===== src/rtl/mre_pkg.sv =====
// Shared types and constants for the MPU region encoder.
// Standalone package; every rtl module imports it.
package mre_pkg;

  localparam logic [1:0] KIND_DEVICE = 2'd0;
  localparam logic [1:0] KIND_MEMORY = 2'd1;

  localparam logic [1:0] ATTR_DEVICE  = 2'd0;
  localparam logic [1:0] ATTR_WB_WA   = 2'd1;
  localparam logic [1:0] ATTR_WT      = 2'd2;
  localparam logic [1:0] ATTR_NOCACHE = 2'd3;

  // Smallest legal region is 32 bytes; a subregion is an eighth of a region.
  localparam logic [5:0] MIN_LOG   = 6'd5;
  localparam logic [5:0] MAX_LOG   = 6'd32;
  localparam logic [5:0] SUB_SHIFT = 6'd3;

  typedef struct packed {
    logic        area_used;
    logic [31:0] base_addr;
    logic [31:0] byte_len;
    logic        writable;
    logic [1:0]  region_kind;
    logic        cacheable;
    logic        executable;
  } area_t;

  typedef struct packed {
    logic        error;
    logic        region_enable;
    logic [31:0] region_address;
    logic [4:0]  size_code;
    logic [7:0]  subregion_mask;
    logic        access_rw;
    logic [1:0]  memory_attr;
    logic        execute_never;
  } region_t;

  typedef struct packed {
    logic       used;
    logic       writable;
    logic [1:0] kind;
    logic       cacheable;
    logic       executable;
  } attr_t;

  typedef struct packed {
    logic        valid;
    attr_t       attr;
    logic [31:0] base;
    logic [31:0] size;
    logic [32:0] end_addr;
    logic [5:0]  log_size;
  } size_stage_t;

  typedef struct packed {
    logic        valid;
    attr_t       attr;
    logic        error;
    logic [31:0] rbase;
    logic [5:0]  log_size;
    logic [31:0] lo_off;
    logic [33:0] hi_off;
  } align_stage_t;

  // Number of significant bits in v (index of highest set bit plus one).
  function automatic logic [5:0] msb_count(logic [31:0] v);
    logic [5:0] n;
    n = 6'd0;
    for (int i = 0; i < 32; i++) begin
      if (v[i]) begin
        n = 6'(i + 1);
      end
    end
    return n;
  endfunction

endpackage


===== src/rtl/mre_sizer.sv =====
// Region sizing: ceil(log2(size)) and area end, then one optional doubling.
// Two register stages. Depends on mre_pkg.
module mre_sizer (
  input  logic                      clk,
  input  logic                      rst,
  input  logic                      in_valid,
  input  mre_pkg::area_t            area,
  output mre_pkg::size_stage_t      sized
);
  import mre_pkg::*;

  size_stage_t s1;
  logic [31:0] size_m1;
  logic [5:0]  log_first;
  logic [32:0] end_first;
  logic [33:0] rsize;
  logic [33:0] rtop;
  logic        grow;

  always_comb begin
    size_m1   = area.byte_len - 32'd1;
    log_first = (area.byte_len == 32'd0) ? 6'd0 : msb_count(size_m1);
    end_first = {1'b0, area.base_addr} + {1'b0, area.byte_len};
  end

  always_ff @(posedge clk) begin
    if (rst) begin
      s1.valid <= 1'b0;
    end else begin
      s1.valid <= in_valid;
    end
    s1.attr.used       <= area.area_used;
    s1.attr.writable   <= area.area_used & area.writable;
    s1.attr.kind       <= area.region_kind;
    s1.attr.cacheable  <= area.cacheable;
    s1.attr.executable <= area.executable;
    s1.base            <= area.base_addr;
    s1.size            <= area.byte_len;
    s1.end_addr        <= end_first;
    s1.log_size        <= log_first;
  end

  // Double the region once if the area runs past the aligned region top.
  always_comb begin
    rsize = 34'd1 << s1.log_size;
    rtop  = ({2'b00, s1.base} & ~(rsize - 34'd1)) + rsize;
    grow  = {1'b0, s1.end_addr} > rtop;
  end

  always_ff @(posedge clk) begin
    if (rst) begin
      sized.valid <= 1'b0;
    end else begin
      sized.valid <= s1.valid;
    end
    sized.attr     <= s1.attr;
    sized.base     <= s1.base;
    sized.size     <= s1.size;
    sized.end_addr <= s1.end_addr;
    sized.log_size <= s1.log_size + {5'd0, grow};
  end

endmodule


===== src/rtl/mre_aligner.sv =====
// Region base alignment, error checks and subregion offsets.
// One register stage. Depends on mre_pkg.
module mre_aligner (
  input  logic                      clk,
  input  logic                      rst,
  input  mre_pkg::size_stage_t      sized,
  output mre_pkg::align_stage_t     aligned
);
  import mre_pkg::*;

  logic [33:0] rsize;
  logic [33:0] rmask;
  logic [33:0] rbase;
  logic [33:0] submask;
  logic        bad_align;
  logic        end_over;
  logic        bad_log;
  logic        bad_kind;

  always_comb begin
    rsize     = 34'd1 << sized.log_size;
    rmask     = rsize - 34'd1;
    rbase     = {2'b00, sized.base} & ~rmask;
    submask   = rmask >> SUB_SHIFT;
    bad_align = |(({2'b00, sized.base} | {2'b00, sized.size}) & submask);
    end_over  = sized.end_addr[32] && (sized.end_addr[31:0] != 32'd0);
    bad_log   = (sized.log_size > MAX_LOG) || (sized.log_size < MIN_LOG);
    bad_kind  = (sized.attr.kind != KIND_DEVICE) && (sized.attr.kind != KIND_MEMORY);
  end

  always_ff @(posedge clk) begin
    if (rst) begin
      aligned.valid <= 1'b0;
    end else begin
      aligned.valid <= sized.valid;
    end
    aligned.attr     <= sized.attr;
    aligned.error    <= bad_align | end_over | bad_log | bad_kind;
    aligned.rbase    <= rbase[31:0];
    aligned.log_size <= sized.log_size;
    aligned.lo_off   <= sized.base & rmask[31:0];
    aligned.hi_off   <= rbase + rsize - {1'b0, sized.end_addr};
  end

endmodule


===== src/rtl/mre_subregion.sv =====
// Subregion disable mask, size code and attribute coding; output register.
// Depends on mre_pkg.
module mre_subregion (
  input  logic                      clk,
  input  logic                      rst,
  input  mre_pkg::align_stage_t     aligned,
  output logic                      done,
  output mre_pkg::region_t          result
);
  import mre_pkg::*;

  logic [4:0] sh;
  logic [2:0] lo;
  logic [3:0] hi;
  logic [7:0] low_bits;
  logic [7:0] high_bits;
  region_t    region_next;

  always_comb begin
    sh        = 5'(aligned.log_size - SUB_SHIFT);
    lo        = 3'(aligned.lo_off >> sh);
    // an area that still spills past the doubled region disables every upper eighth
    hi        = aligned.hi_off[33] ? 4'd8 : 4'(aligned.hi_off >> sh);
    low_bits  = 8'((9'd1 << lo) - 9'd1);
    high_bits = 8'(16'hFF00 >> hi);

    region_next = '0;
    if (aligned.attr.used) begin
      if (aligned.error) begin
        region_next.error = 1'b1;
      end else begin
        region_next.region_enable  = 1'b1;
        region_next.region_address = aligned.rbase;
        region_next.size_code      = 5'(aligned.log_size - 6'd1);
        region_next.subregion_mask = low_bits | high_bits;
        region_next.access_rw      = aligned.attr.writable;
        if (aligned.attr.kind == KIND_DEVICE) begin
          region_next.memory_attr   = ATTR_DEVICE;
          region_next.execute_never = 1'b0;
        end else begin
          if (aligned.attr.cacheable) begin
            region_next.memory_attr = aligned.attr.writable ? ATTR_WB_WA : ATTR_WT;
          end else begin
            region_next.memory_attr = ATTR_NOCACHE;
          end
          region_next.execute_never = ~aligned.attr.executable;
        end
      end
    end
  end

  always_ff @(posedge clk) begin
    if (rst) begin
      done <= 1'b0;
    end else begin
      done <= aligned.valid;
    end
    result <= region_next;
  end

endmodule


===== src/rtl/mpu_region_encoder.sv =====
// Top level of the MPU region encoder: sizer, aligner, subregion stages.
// Depends on mre_pkg, mre_sizer, mre_aligner, mre_subregion.
//
//   channel  | handshake            | payload
//   ---------+----------------------+------------------
//   request  | start, busy (output) | area   (area_t)
//   result   | done strobe          | result (region_t)
//
// One transaction per cycle; results pass the sizer, aligner and output
// registers in turn: log2 search, region doubling, alignment and error
// checks, then mask build in the output register.
// busy is high only while rst is asserted; reset clears all valid bits.
// The receiver cannot stall, so the pipeline always advances.
module mpu_region_encoder (
  input  logic              clk,
  input  logic              rst,
  input  logic              start,
  output logic              busy,
  input  mre_pkg::area_t    area,
  output logic              done,
  output mre_pkg::region_t  result
);
  import mre_pkg::*;

  size_stage_t  sized;
  align_stage_t aligned;
  logic         accept;

  assign busy   = rst;
  assign accept = start & ~busy;

  mre_sizer u_sizer (
    .clk      (clk),
    .rst      (rst),
    .in_valid (accept),
    .area     (area),
    .sized    (sized)
  );

  mre_aligner u_aligner (
    .clk     (clk),
    .rst     (rst),
    .sized   (sized),
    .aligned (aligned)
  );

  mre_subregion u_subregion (
    .clk     (clk),
    .rst     (rst),
    .aligned (aligned),
    .done    (done),
    .result  (result)
  );

`ifndef SYNTH
  a_latency_fwd: assert property (@(posedge clk) disable iff (rst)
    start && !busy |-> ##4 done)
    else $error("accepted transaction did not complete in four cycles");

  a_latency_back: assert property (@(posedge clk) disable iff (rst)
    done |-> $past(start && !busy, 4))
    else $error("result without a matching transaction");

  a_error_clean: assert property (@(posedge clk) disable iff (rst)
    done && result.error |-> !result.region_enable && result.region_address == 32'd0)
    else $error("error result carries region fields");
`endif

endmodule

===== config.mk =====
export PLATFORM = sky130hd
export DESIGN_NAME = mpu_region_encoder
export DESIGN_NICKNAME = d
export VERILOG_FILES = /design/src/rtl/mre_pkg.sv /design/src/rtl/mre_sizer.sv /design/src/rtl/mre_aligner.sv /design/src/rtl/mre_subregion.sv /design/src/rtl/mpu_region_encoder.sv
export SDC_FILE = /design/constraint.sdc
export NUM_CORES = 1
export LEC_CHECK = 0
export BUFFER_PORTS_ARGS = -buffer_cell sky130_fd_sc_hd__buf_2
export CAP_MARGIN = 40
export CORE_MARGIN = 2
export CORE_UTILIZATION = 30
export CTS_CLUSTER_SIZE = 25
export DETAILED_ROUTE_END_ITERATION = 6
export HOLD_SLACK_MARGIN = 0.12
export PLACE_DENSITY_LB_ADDON = 0.08
export SKIP_LAST_GASP = 1
export SLEW_MARGIN = 20
export SYNTH_ARGS = -nofsm -noshare
export SYNTH_HDL_FRONTEND = slang
export SYNTH_SLANG_ARGS = --single-unit

===== constraint.sdc =====
create_clock -name clk -period 10.9 [get_ports clk]
set_input_delay 1.635 -clock clk [delete_from_list [all_inputs] [get_ports clk]]
set_output_delay 1.635 -clock clk [all_outputs]
set_load 0.05 [all_outputs]

; Yosys cells after proc, flatten, opt, wreduce, memory -nomap -nowiden
; Cells that the tools add are included.
; Widths: inputs -> output; s select.
[totals]
ff_bits = 383
[classes]
add_sub_neg = 11
n_lt_le_gt_ge = 3
n_eq_ne = 1
n_shift = 6
muxes = 38
n_bitwise = 16
n_reduce_logical = 11
[ops]
columns = op, count
row1 = $mux 5, 16
row2 = $add 34x34->34, 2
row3 = $and 32x34->34, 2
row4 = $not 34->34, 2
row5 = $shl 1x6->34 const A, 2
row6 = $sub 34x1->34 const B, 2
row7 = $mux 50, 1
row8 = $mux 4, 9
row9 = $and 34x31->34, 1
row10 = $gt 33x34->1, 1
row11 = $reduce_or 34->1, 1
row12 = $shr 34x5->4, 1
row13 = $sub 34x33->34, 1
row14 = $add 32x32->33, 1
row15 = $and 32x32->32, 1
row16 = $logic_not 32->1, 1
row17 = $or 32x32->32, 1
row18 = $reduce_bool 32->1, 1
row19 = $shr 32x5->3, 1
row20 = $sub 32x1->32 const B, 1
row21 = $shr 16x4->8 const A, 1
row22 = $mux 3, 5
row23 = $mux 2, 4
row24 = $or 8x8->8, 1
row25 = other kinds (19), 27

; Longest topological paths before layout
; Gate-level depths: netlist (run 1).
[depth]
depth_word = 33
mapped_depth = 33

; Hierarchy
; Synthesis (run 1) repeated with hierarchy kept, for this count alone.
[unflattened]
cells_unflattened = 2254
area_unflattened_um2 = 20688.6
[by_module_without_submodules]
columns = module, instances, cells_each, area_each_um2
row1 = mre_sizer, 1, 1177, 10806.6
row2 = mre_aligner, 1, 769, 6426.2
row3 = mre_subregion, 1, 306, 3434.5
row4 = mpu_region_encoder, 1, 2, 21.3

; Worst setup path after synthesis (run 1)
; OpenSTA, ideal clock, no wires.
[synth_path]
path_type = flip-flop to flip-flop
startpoint = reg u_sizer.s1[0] (netlist name)
endpoint = reg, netlist name u_sizer.sized[4]
setup_time_ps = 129
arrival_time_ps = 5779
slack_ps = 4992
stages_incl_launch_ff = 34
n_path_buf = 2
path_cell_list = dfxtp_1 -> buf_2 -> clkbuf_1 -> nor2b_1 -> nand2_1 -> ha_1 -> o21ai_1 -> a21oi_1 -> nor3_1 -> a21o_1 -> a21oi_1 -> ha_1 -> a21o_1 -> a21o_1 -> a21o_1 -> a21o_1 -> a21o_1 -> a211o_1 -> a21oi_1 -> o21bai_1 -> a31oi_2 -> a21oi_2 -> xnor2_1 -> ha_1 -> o21ai_0 -> nand2b_1 -> a21oi_1 -> a2111oi_0 -> o21ai_0 -> a31oi_1 -> ha_1 -> ha_1 -> nand2_1 -> xnor2_1
[synth_via]
elab_chain_cells = 7
[synth_rtl]
columns = element, line_no
row1 = from (decl), mre_sizer.sv:12  ; size_stage_t s1;
row2 = $shl 1x6->34, mre_sizer.sv:45  ; rsize = 34'd1 << s1.log_size;
row3 = $sub 34x1->34, mre_sizer.sv:46  ; rtop = ({2'b00, s1.base} & ~(rsize - 34'd1)) + rsize;
row4 = $not 34->34, mre_sizer.sv:46
row5 = $and 32x34->34, mre_sizer.sv:46
row6 = $add 34x34->34, mre_sizer.sv:46
row7 = $gt 33x34->1, mre_sizer.sv:47  ; grow = {1'b0, s1.end_addr} > rtop;
row8 = $add 6x1->6 (*), mre_sizer.sv:60  ; sized.log_size <= s1.log_size + {5'd0, grow};
; Every way passes the cells marked *; elsewhere a longest branch is shown, timed or not.
; A chain may end at the register's enable or synchronous reset.

; Worst setup path in the final report (run 1)
[layout_path]
startpoint = reg u_sizer.s1[4] (netlist name)
endpoint = reg, netlist name u_sizer.sized[4]
[layout_via]
elab_chain_cells = 7
[layout_rtl]
columns = element, line_no
row1 = $shl 1x6->34, mre_sizer.sv:45
row2 = $sub 34x1->34, mre_sizer.sv:46
row3 = $not 34->34, mre_sizer.sv:46
row4 = $and 32x34->34, mre_sizer.sv:46
row5 = $add 34x34->34, mre_sizer.sv:46
row6 = $gt 33x34->1, mre_sizer.sv:47
row7 = $add 6x1->6 (*), mre_sizer.sv:60
; Marks and branches as above.

==> results of run 1 <==
-- cells by family (layout without fill, tap and decap cells) --
family	Yosys count	count (layout)
AOI/OAI and AO/OA	497	497
xor gates and xnor gates	123	123
adders and majority gates	159	159
buffers and inverters	225	381
DFF	379	379
muxes	83	83
and+or+nand+nor	686	686
-- final timing paths --
check	endpoint	slack (ns)	cells after the start
worst max register to register	u_sizer.sized[4]	3.75	31
worst min-delay path	u_sizer.sized[40]	0.32	0
worst min register to register	u_sizer.sized[40]	0.32	0
worst max-delay path	u_sizer.sized[4]	3.75	31
-- power by group through the flow --
stage	sequential, µW	clock [µW]	combinational [µW]
2_1_floorplan	1680	0	1230
3_3_place_gp	1780	0	1630
3_5_place_dp	1780	0	1640
4_1_cts	1750	1650	1650
5_1_grt	1770	1700	1800
6_report	1750	1600	1640
-- flip-flops by register name, indices dropped and copies added (netlist names) --
signal	cells
u_subregion.result	51
u_aligner.aligned	111
u_sizer.s1	108
u_subregion.done	1
u_sizer.sized	108
-- critical path: cells and delay by family, from the launching register on --
kind | cells | cell delay, ns
AOI/OAI and AO/OA | 19 | 3.41
adders and majority gates | 5 | 1.41
and+or+nand+nor | 5 | 1.33
DFF | 1 | 0.56
xor gates and xnor gates | 2 | 0.26
-- metal layers --
metal | part of all wire, % | vias to the layer above
met3 | 3.4 | 133
met5 | 0 | -
met1 | 44 | 7598
met2 | 47 | 379
met4 | 5.7 | 0
li1 | - | 7845
-- per-stage QoR --
stage                     util (%)  total power, µW  setup slack [ns]  instance area (µm²)
after global placement        32.7             3410              3.93                21600
after detailed placement      32.8             3430              3.81                21600
final                         35.2             5000              3.75                23200
after global routing          35.2             5280              3.17                23200
after CTS                     35.2             5060              3.75                23200
after floorplan                  -             2920              4.99                20000
-- cells in the final DEF (no fill, tap or decap), types with 8 or more instances in the layout --
master / instances
sky130_fd_sc_hd__o21bai_1: 11
sky130_fd_sc_hd__mux2_2: 8
sky130_fd_sc_hd__o31ai_1: 14
sky130_fd_sc_hd__inv_1: 152
sky130_fd_sc_hd__bufinv_16: 8
sky130_fd_sc_hd__and3_1: 19
sky130_fd_sc_hd__a211oi_1: 23
sky130_fd_sc_hd__nor3b_1: 9
sky130_fd_sc_hd__clkbuf_16: 45
sky130_fd_sc_hd__nand3b_1: 8
sky130_fd_sc_hd__or3_1: 12
sky130_fd_sc_hd__nand2_1: 170
sky130_fd_sc_hd__dfxtp_1: 378
sky130_fd_sc_hd__a21oi_1: 138
sky130_fd_sc_hd__ha_1: 125
sky130_fd_sc_hd__o21ai_0: 106
sky130_fd_sc_hd__buf_4: 21
sky130_fd_sc_hd__buf_2: 126
sky130_fd_sc_hd__nand4_1: 24
sky130_fd_sc_hd__nor2b_1: 43
sky130_fd_sc_hd__nor3_1: 39
sky130_fd_sc_hd__nor2_1: 167
sky130_fd_sc_hd__nand2b_1: 37
sky130_fd_sc_hd__a31oi_1: 23
sky130_fd_sc_hd__o21a_1: 28
sky130_fd_sc_hd__xor2_1: 46
sky130_fd_sc_hd__mux2i_1: 23
sky130_fd_sc_hd__or2_2: 17
sky130_fd_sc_hd__and2_1: 55
sky130_fd_sc_hd__xnor2_1: 76
sky130_fd_sc_hd__a21o_1: 56
sky130_fd_sc_hd__clkbuf_8: 9
sky130_fd_sc_hd__fa_1: 33
sky130_fd_sc_hd__mux4_2: 52
sky130_fd_sc_hd__nor4_1: 27
sky130_fd_sc_hd__nand3_1: 30
-- final cells by class --
| type | count | area (µm²) |
|---|---|---|
| Clock buffer | 61 | 1280 |
| Clock inverter | 18 | 315 |
| Fill cell | 6879 | 42700 |
| Inverter | 153 | 574 |
| Multi-Input combinational cell | 1548 | 11600 |
| Sequential cell | 379 | 7590 |
| Tap cell | 864 | 1080 |
| Timing Repair Buffer | 149 | 820 |
==> results.md, run 1 <==
- Result of the run: complete, no violations
- Reg2Reg Launch Point: u_sizer.s1[4]
- Total congestion overflow: 0
- Clk network pwr share: 32.1%
- Nets: between 2000 and 3000
- Arrival time worst endpoint: 7.58 ns
- DRC violation count after routing: 0
- Cell area after synthesis: 20000 µm²
- Setup repair after global routing missed its margin: no
- Final Hold Slack: 0.319 ns
- Number of instances in the synthesized netlist: 2152
- Horizontal extent of the die: 262 µm
- Clock period minus worst slack: between 7 and 8 ns
- Clock-pin slew on the worst setup and hold paths: 0.06 ns
- XOR/XNOR Fraction of Synth Area: 5.42%
- Deepest level of the CTS H-tree: 2
- Most instantiated flip-flop cell in the synthesis netlist: sky130_fd_sc_hd__dfxtp_1
- Number of slew-limit violations in the final report: 0
- Mean instance size in the synthesized netlist: 9.30 µm²
- Overall via count from detail_route: 16000
- Category of the most critical setup path: flip-flop to flip-flop
- Final setup violation count: 0
- Most common cell in the netlist: sky130_fd_sc_hd__dfxtp_1
- Cell repeated most along the worst path: sky130_fd_sc_hd__a21o_1
- Total routing resource utilization after global routing: about 19%
- Synth cell types: 89
- Number of buffer cells added on primary ports: 125
- Number of instances resized during post-cts repair: 0
- EDFF count, synth: 0
- Worst Path Max Fanout: 21
- Kind of end point of the critical path: flip-flop
- Mux contribution to synthesized area: 7.45%
- Average via count per standard cell: 5.03
- Synthesized flop and latch total: 379
- Logic gate share of total power: 32.9%
- Root Buffer: sky130_fd_sc_hd__clkbuf_16
- Post-detailed-placement half-perimeter wirelength: 56100 µm
- Max-capacitance violation count: 0
- Power density cells: 215 nW/µm²
- Initial cell density of the core: 30.4%
- GR met3 Demand/Resource: approximately 2.3%
- Avg WL per Cell: 21.4 µm
- Max frequency: 140 MHz
- Share of Yosys cell area claimed by the top area cell type: 37.9%
- Proportion of synthesized flip-flops having asynchronous set or reset: 0%
- Number of optimization iterations in the first detailed-route pass: 5
- Critical path required time: 11.33 ns
- TritonCTS clock tree: yes
- Area growth syn-to-layout: 15.9%
- Share of layout cells above drive strength 1: between 10 and 15%
- Peak-usage layer in the global routing report: met2
- Simple-gate share of the synthesized area: between 15 and 20%
- Largest cells by area after synthesis: sky130_fd_sc_hd__dfxtp_1 38%, sky130_fd_sc_hd__ha_1 7.9%, sky130_fd_sc_hd__mux4_2 5.8%
- Buffers inserted during post-CTS setup optimization: 0
- DRT antenna net count: 0
- Post-synth top area cell: sky130_fd_sc_hd__dfxtp_1
- Ranking of synthesized cells by instance count: 379 x sky130_fd_sc_hd__dfxtp_1, 170 x sky130_fd_sc_hd__nand2_1, 167 x sky130_fd_sc_hd__nor2_1
- Combinational family with the most area after synthesis: simple AND/OR/NAND/NOR gates
- Later-pin clock latency in the skew report: 0.58 ns
- Source of the worst hold timing path: u_sizer.s1[40]
- Leakage power figure: 0.0102 µW
- Adder and majority gate portion of the synthesized area: 11.2%
- Placeable core region: 65900 µm²
- Number of hold violations in the final report: 0
- Number of synthesis warnings: 0
- M2 GR Usage: 32.5%
- IR Drop Worst-Case VDD: 0.0000899 V
- Number of top-level design ports: 126
- Type of the most critical hold path: flip-flop to flip-flop
- Diode insertion count for antenna repair: 0
- Initial DRC Count: 914
- Largest stage delay, worst path: 0.73 ns
- Sw Share: 33.3%
- Portion of the post-synthesis area used by sequential elements: a little under two fifths
- Compound-gate portion of the synthesized area: around 16%
- Routability-driven placement congestion ratio: 0.901
- Met1 track utilization from global routing: 24.4%
- Number of hold-repair buffers added at the cts stage: 0
- Switching power of the nets: ~1700 µW
- Die Y-Extent: 262 µm
- Number of clock sinks: 379
- Pint: 3330 µW
- Share of the clock period used by the worst path after layout: 65.6%
- Slowest cell on crit path: sky130_fd_sc_hd__nor4_2
- Total detailed-routing wirelength: 67900 µm
- Headroom to the max-slew limit: 46.3%
- Number of nets produced by synthesis: 2384
- Actual slew at the worst max-slew pin: 0.795 ns
- First-pass GRT wire length: 102000 µm
- Number of placed instances with taps included: 3093
- Overall die area: around 69000 µm²
- Timing startpoint of the critical path: u_sizer.s1[4]
- Number of antenna violations at the first check in global routing: 2
- Number of global-route vias before repair: 16500
- Worst clock skew: about 0.015 ns
- Reg power frac: 35.0%
- Maximum buffer depth of the clock tree: 3
- CP Launch Type: flip-flop
- Floorplan row count: 94
- Number of buffers created by CTS: 44
- Total negative setup slack: 0 ns
- Largest net degree at the start of global routing: 36
- Final instance count without filler cells: 3172
No activity file was read; power rests on OpenSTA's default activity.
==> run 2: changes to the inputs <==
==> constraint.sdc (replaced) <==
create_clock -name clk -period 5.7 [get_ports clk]
set_input_delay 0.855 -clock clk [delete_from_list [all_inputs] [get_ports clk]]
set_output_delay 0.855 -clock clk [all_outputs]
set_load 0.05 [all_outputs]
==> run 2 against run 1 <==
  * Wire length increased by 2.2%
  * Die area is the same
  * Critical endpoint unchanged
  * Critical path type unchanged
  * Critical path depth fell by 4
  * Count of clock-buffer cells in the layout down 3
  * Setup slack worse by 3.6 ns
==> results.md, run 2 (synthesis gave the netlist of run 1 again) <==
- Worst slack, placed: -0.237 ns
- Floorplan row count: 94
- Total congestion overflow: 0
- Peak-usage layer in the global routing report: met2
- Number of placed instances with taps included: 3211
- Top register by number of flip-flops: u_aligner.aligned
- Filler Cell Count: 6790
- Largest registers: u_aligner.aligned x111, u_sizer.s1 x108, u_sizer.sized x108
- Number of top-level design ports: 126
- Reg2Reg Setup Slack: 0.15 ns
- Share of layout cells above drive strength 1: 20.0%
- Critical path required time: approximately 6.2 ns
- M2 GR Usage: 34.6%
- IR Drop Worst-Case VDD: 0.000167 V
- Number of hold-repair buffers added at the cts stage: 0
- Arrival time worst endpoint: 6.04 ns
- Maximum buffer depth of the clock tree: 3
- Overall power after layout: 9780 µW
- Die Y-Extent: 262 µm
- Number of buffers created by CTS: 44
- Root Buffer: sky130_fd_sc_hd__clkbuf_16
- Worst clock skew: 0.0144 ns
- TritonCTS clock tree: yes
- GR met3 Demand/Resource: 2.25%
- CP top delay family: compound AO/OA/AOI/OAI gates
- Nets: 2637
- Worst Path Max Fanout: 10
- Final instance count without filler cells: 3299
- Total detailed-routing wirelength: about 69000 µm
- Initial DRC Count: 852
- Setup WS post-layout: 0.153 ns
- Number of global-route vias before repair: 17000
- Number of hold violations in the final report: 0
- Post-detailed-placement half-perimeter wirelength: 57800 µm
- Total negative setup slack: 0 ns
- Overall via count from detail_route: 16300
- Power density cells: 400 nW/µm²
- Kind of end point of the critical path: flip-flop
- Average via count per standard cell: 4.93
- Area growth syn-to-layout: 22.0%
- Total routing resource utilization after global routing: 19.8%
- CP bufs+invs: 3
- Number of antenna violations at the first check in global routing: 3
- Slowest cell on crit path: sky130_fd_sc_hd__or4_4
- Number of optimization iterations in the first detailed-route pass: 4
- Later-pin clock latency in the skew report: 0.58 ns
- Placeable core region: 65900 µm²
- Diode insertion count for antenna repair: 0
- Actual slew at the worst max-slew pin: a little under 0.8 ns
- Met1 track utilization from global routing: 24.8%
- Overall die area: 68800 µm²
- Result of the run: complete, no violations
- Commonest non-fill, non-tap cell in the layout: sky130_fd_sc_hd__dfxtp_1
- Headroom to the max-slew limit: 46.6%
- Clock period minus worst slack: roughly 5.5 ns
- Largest net degree at the start of global routing: between 50 and 60
- Clock-pin slew on the worst setup and hold paths: about 0.060 ns
- Number of slew-limit violations in the final report: 0
- DRT antenna net count: 0
- Deepest level of the CTS H-tree: 2
- Largest stage delay, worst path: 0.55 ns
- Share of the clock period used by the worst path after layout: about 97%
- Leakage power figure: about 0.011 µW
- Horizontal extent of the die: 262 µm
- Routability-driven placement congestion ratio: about 0.9
- Setup repair after global routing missed its margin: yes
- Max-capacitance violation count: 0
- Category of the most critical setup path: flip-flop to flip-flop
- Number of buffer cells added on primary ports: 125
- Number of clock sinks: 379
- First-pass GRT wire length: about 100000 µm
- Flip-flop count of the largest register, all copies and words added: around 110
- Final setup violation count: 0
- DRC violation count after routing: 0
- CP Launch Type: flip-flop
- Type of the most critical hold path: flip-flop to flip-flop
- Initial cell density of the core: 30.4%
- Top library cells by usage in the layout, fill and taps aside: 374 x sky130_fd_sc_hd__dfxtp_1, 167 x sky130_fd_sc_hd__nand2_1, 165 x sky130_fd_sc_hd__nor2_1
- Final Hold Slack: 0.323 ns
- Avg WL per Cell: between 20 and 25 µm
- Max frequency: 180 MHz
[run 2: report_power, final]
| part | switching (µW) | internal, µW |
|---|---|---|
| sequential | 339 | 3000 |
| combinational | 1750 | 1560 |
| clock | 1140 | 2000 |
| total | 3230 | 6560 |
[run 2: cell type report]
cell class,instances,area [µm²],share of cell area (%)
multi-input combinational,1548,11700,48.1
sequential,379,7600,31.1
timing repair buffer,279,1820,7.43
clock buffer,58,1250,5.14
tap,864,1080,4.42
inverter,153,574,2.35
clock inverter,18,360,1.47
[run 2: per-stage QoR]
stage	utilization (%)	area, µm²
2_1_floorplan	-	20000
5_1_grt	37.1	24400
3_3_place_gp	34.2	22500
6_report	37.1	24400
3_5_place_dp	34.2	22500
4_1_cts	36.9	24300
[run 2: worst paths after layout]
path / start / to / cells after the start
max: u_sizer.s1[2] / u_sizer.sized[4] / 27
min: u_sizer.sized[107] / u_aligner.aligned[109] / 0
max reg2reg: u_sizer.s1[2] / u_sizer.sized[4] / 27
min reg2reg: u_sizer.sized[107] / u_aligner.aligned[109] / 0
[run 2: routing by layer]
| metal | up-vias | part of all wire [%] |
|---|---|---|
| met5 | - | 0 |
| met4 | 0 | 3.9 |
| met3 | 119 | 3.1 |
| met2 | 337 | 48 |
| met1 | 7703 | 45 |
| li1 | 8118 | - |
[run 2: timing repair]
action                                 in CTS  in global routing
resized for setup                          23                 29
pin swaps                                  25                 18
setup endpoints to repair                   6                 12
setup buffers                               8                  2
endpoints found under the hold margin       0                  0
cloned                                      1                  0
==> run 3: changes to the inputs <==
--- a/config.mk
+++ b/config.mk
@@ -13,6 +13,7 @@
 export DETAILED_ROUTE_END_ITERATION = 6
 export HOLD_SLACK_MARGIN = 0.12
 export PLACE_DENSITY_LB_ADDON = 0.08
+export REMOVE_ABC_BUFFERS = 1
 export SKIP_LAST_GASP = 1
 export SLEW_MARGIN = 20
 export SYNTH_ARGS = -nofsm -noshare
==> run 3 against run 2 <==
  * Global-route usage barely moved
  * Cell count barely moved
  * Flip-flop and latch count did not move
  * Fmax rose by 0.39%
  * Count of clock-buffer cells in the layout rose by 2
  * Setup slack improved by 0.022 ns
  * Die area did not move
  * Clock power fell by 4%
  * Combinational power barely moved
  * Critical endpoint unchanged
  * Largest cell class unchanged
==> results.md, run 3 (synthesis gave the netlist of run 1 again) <==
- CP Launch Type: flip-flop
- Result of the run: complete, no violations
- Category of the most critical setup path: flip-flop to flip-flop
- Deepest level of the CTS H-tree: 2
- Kind of end point of the critical path: flip-flop
- Clock-pin slew on the worst setup and hold paths: 0.07 ns
- Combined area of the multi-input logic cells: 11800 µm²
- Total congestion overflow: 0
- Number of antenna violations at the first check in global routing: 1
- Reg power frac: 34.7%
- Number of clock sinks: 379
- Utilization after layout: 37.1%
- Pint: 6380 µW
- Total detailed-routing wirelength: 69500 µm
- Number of global-route vias before repair: roughly 17000
- Top register by number of flip-flops: u_aligner.aligned
- DRC violation count after routing: 0
- DRT antenna net count: 0
- Placeable core region: 65900 µm²
- Total cell area at the placement stage: 22400 µm²
- Die Y-Extent: roughly 260 µm
- Clock period minus worst slack: 5.53 ns
- Cell area after layout: between 20000 and 25000 µm²
- Avg WL per Cell: between 20 and 25 µm
- Critical path required time: 6.18 ns
- Leakage power figure: 0.0109 µW
- Number of hold-repair buffers added at the cts stage: 0
- First-pass GRT wire length: roughly 100000 µm
- Number of slew-limit violations in the final report: 0
- Root Buffer: sky130_fd_sc_hd__clkbuf_16
- Flip-flop count of the largest register, all copies and words added: 111
- Largest net degree at the start of global routing: 57
- Number of placed instances with taps included: roughly 3200
- Top library cells by usage in the layout, fill and taps aside: 376 x sky130_fd_sc_hd__dfxtp_1, 166 x sky130_fd_sc_hd__nand2_1, 162 x sky130_fd_sc_hd__nor2_1
- Number of top-level design ports: roughly 130
- Number of buffers created by CTS: 44
- Average via count per standard cell: 4.98
- Later-pin clock latency in the skew report: 0.59 ns
- IR Drop Worst-Case VDD: around 0.00020 V
- Max-capacitance violation count: 0
- Final Hold Slack: about 0.33 ns
- Horizontal extent of the die: around 260 µm
- Clk network pwr share: a little under a third
- Final setup violation count: 0
- Max frequency: 181 MHz
- Number of hold violations in the final report: 0
- Type of the most critical hold path: flip-flop to flip-flop
- Share of layout cells above drive strength 1: 20.5%
- Flip-flop and latch area: ~7600 µm²
- Overall via count from detail_route: 16400
- Share of the clock period used by the worst path after layout: a little over nine tenths
- Area growth syn-to-layout: 22.1%
- Initial DRC Count: 751
- Overall die area: 68800 µm²
- Power density cells: 395 nW/µm²
- Overall power after layout: 9660 µW
- Total routing resource utilization after global routing: between 15 and 20%
- Post-detailed-placement half-perimeter wirelength: 57300 µm
- Setup repair after global routing missed its margin: yes
- Nets: 2630
- Worst clock skew: between 0.03 and 0.04 ns
- Arrival time worst endpoint: 6.01 ns
- Commonest non-fill, non-tap cell in the layout: sky130_fd_sc_hd__dfxtp_1
- Switching power of the nets: 3280 µW
- Headroom to the max-slew limit: between 40% and 50%
- Maximum buffer depth of the clock tree: 3
- Largest registers: u_aligner.aligned x111, u_sizer.s1 x108, u_sizer.sized x108
- Number of buffer cells added on primary ports: between 100 and 150
- Diode insertion count for antenna repair: 0
- Final instance count without filler cells: 3298
- Initial cell density of the core: 30.4%
- Actual slew at the worst max-slew pin: 0.838 ns
- Filler Cell Count: 6774
- Logic gate share of total power: between 30% and 40%
- Worst Path Max Fanout: 11
- Number of optimization iterations in the first detailed-route pass: 5
- Sw Share: 33.9%
- TritonCTS clock tree: yes
- Floorplan row count: 94
- Routability-driven placement congestion ratio: 0.900
==> run 3: cell count changes in the layout (fill, tap and decap cells not counted), sizes merged <==
cell	previous run	this run
inv	154	155
clkinvlp	2	5
bufinv	10	5
clkbuf	58	60
clkinv	5	10
buf	279	272
==> run 3: area by class of cell <==
type                    instances  share of cell area (%)
multi-input cells            1548                    48.4
flip-flops and latches        379                    31.0
well taps                     864                    4.42
inverters                     153                    2.35
repair buffers                272                    7.40
clock inverters                22                    1.16
clock buffers                  60                    5.21
==> run 3: layer usage <==
metal  GRT usage [%]  vias to the layer above  routed length (µm)  share of wire, %
li1                -                     8096                   -                 -
met1            24.8                     7854               30800                44
met2            34.5                      355               33500                48
met3            2.29                      133                2040               2.9
met4            8.20                        0                3110               4.5
met5               0                        -                   0                 0
==> run 3: worst paths after layout <==
kind	endpoint	slack [ns]	from	cells after the start
setup / recovery	u_sizer.sized[4]	0.17	u_sizer.s1[5]	24
hold / removal	u_sizer.sized[103]	0.33	u_sizer.s1[103]	0
setup reg to reg	u_sizer.sized[4]	0.17	u_sizer.s1[5]	24
hold reg to reg	u_sizer.sized[103]	0.33	u_sizer.s1[103]	0
==> run 3: repair_timing <==
action	in CTS	in global routing
gates resized for setup	13	62
setup endpoints to repair	7	14
pin swaps	12	39
setup buffers	3	13
==> run 3: through the flow <==
stage,worst slack (ns),setup TNS (ns)
3_5_place_dp,-0.277,-1.15
6_report,0.174,0
2_1_floorplan,-1.38,-11.22
4_1_cts,0.00443,0
5_1_grt,-0.111,-0.302
3_3_place_gp,-0.307,-1.14
==> run 3: worst max-delay path, cell delays in order (launching register included) <==
cell and delay (ns):
sky130_fd_sc_hd__dfxtp_1 0.34, sky130_fd_sc_hd__buf_4 0.18, sky130_fd_sc_hd__buf_4 0.19, sky130_fd_sc_hd__or2_2 0.41, sky130_fd_sc_hd__o31ai_1 0.61, sky130_fd_sc_hd__a22o_1 0.26
sky130_fd_sc_hd__nand4bb_1 0.25, sky130_fd_sc_hd__or4b_4 0.55, sky130_fd_sc_hd__a2bb2oi_2 0.17, sky130_fd_sc_hd__nand3_1 0.12, sky130_fd_sc_hd__a221o_1 0.21, sky130_fd_sc_hd__a31o_2 0.18
sky130_fd_sc_hd__a21oi_2 0.06, sky130_fd_sc_hd__xnor2_1 0.14, sky130_fd_sc_hd__ha_1 0.33, sky130_fd_sc_hd__o21ai_1 0.07, sky130_fd_sc_hd__nand2b_1 0.08, sky130_fd_sc_hd__a21oi_2 0.06
sky130_fd_sc_hd__a2111oi_2 0.32, sky130_fd_sc_hd__o21ai_1 0.11, sky130_fd_sc_hd__a31oi_1 0.19, sky130_fd_sc_hd__ha_2 0.25, sky130_fd_sc_hd__ha_4 0.16, sky130_fd_sc_hd__nand2_1 0.06
sky130_fd_sc_hd__xnor2_1 0.12
==> run 3: power by group through the flow <==
stage	logic [µW]	clock network, µW	registers, µW
after floorplan	2240	0	3310
after global placement	3240	0	3410
after detailed placement	3250	0	3410
after CTS	3280	3090	3360
after global routing	3620	3190	3400
final	3310	3000	3350
